**config.mk**
```make
export PLATFORM = sky130hd
export DESIGN_NAME = mcg_mul
export DESIGN_NICKNAME = d
export VERILOG_FILES = /design/src/hdl/mcg_pkg.sv /design/src/hdl/mcg_mul.sv
export SDC_FILE = /design/constraint.sdc
export NUM_CORES = 2
export LEC_CHECK = 0
export BUFFER_PORTS_ARGS = -buffer_cell sky130_fd_sc_hd__clkbuf_2
export CORE_MARGIN = 4
export CORE_UTILIZATION = 60
export DETAILED_ROUTE_END_ITERATION = 10
export GPL_TIMING_DRIVEN = 0
export PLACE_DENSITY_LB_ADDON = 0.12
export SETUP_SLACK_MARGIN = 0.2
export SLEW_MARGIN = 25
export SYNTH_ARGS = -nofsm -noshare
export SYNTH_HDL_FRONTEND = slang
export SYNTH_SLANG_ARGS = --single-unit
export TNS_END_PERCENT = 5
```
**constraint.sdc**
```tcl
create_clock -name clock -period 10 [get_ports clock]
set_input_delay 2 -clock clock [delete_from_list [all_inputs] [get_ports clock]]
set_output_delay 2 -clock clock [all_outputs]
set_load 0.005 [all_outputs]
```
**src/hdl/mcg_pkg.sv**
```systemverilog
package mcg_pkg;

   // shared multiplier operand and product widths
   localparam int MUL_A_W = 33;
   localparam int MUL_B_W = 24;
   localparam int MUL_P_W = MUL_A_W + MUL_B_W;

   // angle units: 1/128 degree
   localparam int FULL_TURN = 46080;
   localparam int HALF_TURN = 23040;

   // register indexes
   localparam logic [2:0] CSR_GAIN_SS     = 3'd0;
   localparam logic [2:0] CSR_GAIN_HY     = 3'd1;
   localparam logic [2:0] CSR_FORCE_ROLL  = 3'd2;
   localparam logic [2:0] CSR_FORCE_PITCH = 3'd3;
   localparam logic [2:0] CSR_FORCE_YAW   = 3'd4;
   localparam logic [2:0] CSR_FORCE_HEAVE = 3'd5;
   localparam logic [2:0] CSR_FORCE_SWAY  = 3'd6;
   localparam logic [2:0] CSR_FORCE_SURGE = 3'd7;

   // input kinds carried on tuser
   localparam logic CMD_START = 1'b0;
   localparam logic CMD_TICK  = 1'b1;

   // operands of the shared multiplier
   typedef struct packed {
      logic signed [MUL_A_W-1:0] a;
      logic signed [MUL_B_W-1:0] b;
   } mul_op_type;

   // reduce an angle sum into (-180, +180]; one correction covers the input range
   function automatic logic signed [15:0] wrap_angle(input logic signed [17:0] s);
      logic signed [17:0] r;
      r = s;
      if (s > 18'sd23040) begin
         r = s - 18'sd46080;
      end else if (s <= -18'sd23040) begin
         r = s + 18'sd46080;
      end
      return r[15:0];
   endfunction

   // clamp to signed 32 bits
   function automatic logic signed [31:0] sat32(input logic signed [48:0] v);
      logic signed [31:0] r;
      r = v[31:0];
      if (v > 49'sd2147483647) begin
         r = 32'sh7FFFFFFF;
      end else if (v < -49'sd2147483648) begin
         r = 32'sh80000000;
      end
      return r;
   endfunction

endpackage

```
**src/hdl/mcg_mul.sv**
```systemverilog
// Shared signed multiplier with registered product.
module mcg_mul (
   input  logic                                clock,
   input  mcg_pkg::mul_op_type                 op,
   output logic signed [mcg_pkg::MUL_P_W-1:0]  prod
);
   import mcg_pkg::*;

   logic signed [MUL_P_W-1:0] prod_ff;
   logic signed [MUL_P_W-1:0] prod_in;

   assign prod_in = MUL_P_W'(op.a) * MUL_P_W'(op.b);

   always_ff @(posedge clock) begin
      prod_ff <= prod_in;
   end

   assign prod = prod_ff;

endmodule

```
==> summary.txt <==
Timing
  – Slew Limit Fails: 0
  – Final setup TNS: 0 ps
  – Worst hold slack: approximately 2000 ps
  – Tightest Pin Transition: 981 ps
  – Final Cycle Share: a little over nine tenths
  – Final min period: about 9600 ps
  – Endpoints failing hold: 0
  – # setup viols final: 0
  – Fmax: between 100 and 150 MHz
  – Relative slew margins: between 30% and 40%
  – RSZ-0062 raised after global routing: yes

Logic synthesis
  – Post-synthesis xor/xnor area fraction: ~1.8%
  – Number of enable flip-flop cells after synthesis: 0
  – Largest area contributor in the netlist: fa_1
  – Mean Syn Cell Area: 9.25 um2
  – Sequential share of the synthesized area: under 10%
  – Simple-Gate Fraction of Synth Area: roughly 15%
  – Mapped Cells: around 3,100
  – Ys Warns: 0
  – Synth Area in Compound Gates: under 10%
  – Adder-Cell Fraction of Synth Area: between 60 and 70%
  – Count leader, synth: inv_1
  – Flops & latches, synth: 57
  – Top cell type's share of synthesized area: 55.7%
  – Total nets after synthesis: around 4,100
  – Post-synthesis cell area: 28,900 um2
  – Largest family of logic cells by synthesized area: adder cells
  – Post-synth cell types: 55
  – Async SR Flop Fraction: 0%
  – Post-synthesis mux area share: 0.0346%
  – Area contributors post-synth: fa_1, inv_1, and2_1
  – Dominant synthesized flop cell: dfxtp_1
  – Commonest cells in the netlist: inv_1, fa_1, nand2_1

Job
  – Max-Cap Viols: 0

Drt
  – DRC Markers: 0
  – Drt wl/cell: between 20 and 25 um
  – Routed Antenna Nets: 0
  – First-pass DRT Iterations: 5
  – DR vias: 21,869
  – Wirelength, routed: 96,100 um
  – Routed vias/inst: ~5.6
  – DRT iter0 DRCs: 1,493

Cells and area
  – Max reg flops: between 50 and 60
  – Post-layout nets: about 4,300
  – Design Area, Final: approximately 30,000 um2
  – Share of cells above drive strength 1: about 5.6%
  – Area delta synth->final: 6.07%

GRT
  – Vias in the first global route: 24,305
  – Wire length of the first global-routing pass: approximately 150,000 um
  – Total GRT Usage: 39.1%
  – Initial antenna violation count: 2
  – Grt total ovfl: 0
  – Largest net degree at the start of global routing: 13

Outcome
  – Status: complete, no violations

Critical path
  – Worst Path Required: between 10,000 and 15,000 ps
  – Cell count along the critical path: 25
  – Worst Setup SP: op[29]
  – Delay-heaviest family, CP: adder cells
  – CP dominant cell by count: fa_1
  – Worst Setup Start Kind: input pin
  – Crit-path max FO: 10
  – Worst Setup EP: prod[54]
  – Crit. End Element: register
  – Slowest stage cell on the critical path: clkbuf_1
  – WS Path Type: input pin to register
  – Crit path DAT: between 9000 and 10,000 ps
  – Crit-path max cell delay: ~700 ps
  – Crit path buffers/inverters: 8

Clock tree
  – CTS Sinks: between 50 and 60
  – Clk buf depth: 2
  – TritonCTS clock tree: yes
  – Clock-pin slew on the worst setup and hold paths: roughly 70 ps
  – CTS Root Cell: clkbuf_16
  – H-tree levels: 3
  – Num CTS Buffers: 9

Die
  – I/O pin count: 115
  – Die area: about 52,000 um2
  – Die X: ~230 um
  – Die height: around 230 um
  – Initial Util: 60.7%
  – Core Box Area: 47,600 um2
  – Num rows: 80

Place
  – Dpl cell area: roughly 30,000 um2
  – IO Port Bufs: 114
  – Routability congestion estimate from global placement: 1.05
  – HPWL after detailed placement: around 80,000 um

Hold path
  – Worst min path class: input pin to register
## cell usage in the layout, fill, tap and decap left out, types with 3 or more instances in the layout
master	instances
a211oi_1	8
a21o_1	20
a21oi_1	53
a31oi_1	6
and2_1	380
and3_1	4
buf_1	6
buf_4	4
clkbuf_1	101
clkbuf_16	9
clkbuf_2	148
dfxtp_1	57
fa_1	805
ha_1	152
inv_1	844
nand2_1	415
nand2b_1	13
nand3_1	8
nand4_1	3
nor2_1	51
nor2b_1	4
nor3_1	8
o211ai_1	5
o21ai_0	35
o21bai_1	9
o22ai_1	4
o31ai_1	3
xnor2_1	49
xor2_1	12
## stage by stage
step / setup slack [ps] / utilization [%] / cells
2_1_floorplan: 1490 / - / 3127
3_3_place_gp: -543 / 63.5 / 3856
3_5_place_dp: -541 / 63.5 / 3856
4_1_cts: 177 / 64.3 / 3875
5_1_grt: 131 / 64.4 / 3876
6_report: 443 / 64.4 / 3877
## final cells by class
cell class / count / area [um2]
Antenna cell: 1 / 2.50
Buffer: 142 / 583
Clock buffer: 9 / 225
Clock inverter: 7 / 77.6
Fill cell: 4030 / 17000
Inverter: 845 / 3170
Multi-Input combinational cell: 2083 / 24100
Sequential cell: 57 / 1140
Tap cell: 615 / 769
Timing Repair Buffer: 118 / 601
## how the worst min path moves through the flow
| stage | start | depth (start not counted) | endpoint |
|---|---|---|---|
| floorplan | op[0] | 1 | prod[0] |
| global placement | prod[36] | 1 | prod[36] |
| detailed placement | prod[55] | 1 | prod[55] |
| CTS | op[0] | 2 | prod[0] |
| global route | op[0] | 2 | prod[0] |
| finish | op[0] | 2 | prod[0] |
## metal layers
layer / wire, um / track usage (%) / share of wire (%) / vias up
li1: - / - / - / 9120
met1: 34300 / 48.0 / 36 / 11380
met2: 46600 / 64.5 / 49 / 1035
met3: 7170 / 6.55 / 7.5 / 334
met4: 7930 / 25.7 / 8.3 / 0
met5: 0 / 0 / 0 / -
## repair_timing
item | in CTS | in global routing
pin swaps | 2 | 1
setup endpoints to repair | 9 | 10
hold buffers | 0 | 0
gates resized for setup | 19 | 46
buffers inserted | 3 | 1
## kinds of logic after synthesis
family / count (synthesis)
AO/OA/AOI/OAI: 169
XOR/XNOR: 61
adder cells (fa/ha/maj): 957
buffers and inverters: 987
flip-flops: 57
multiplexers: 1
AND/OR/NAND/NOR: 895
Power is left out: the tool's default activity adds up to more than one toggle a clock period on the data nets, which glitch-free logic cannot reach.
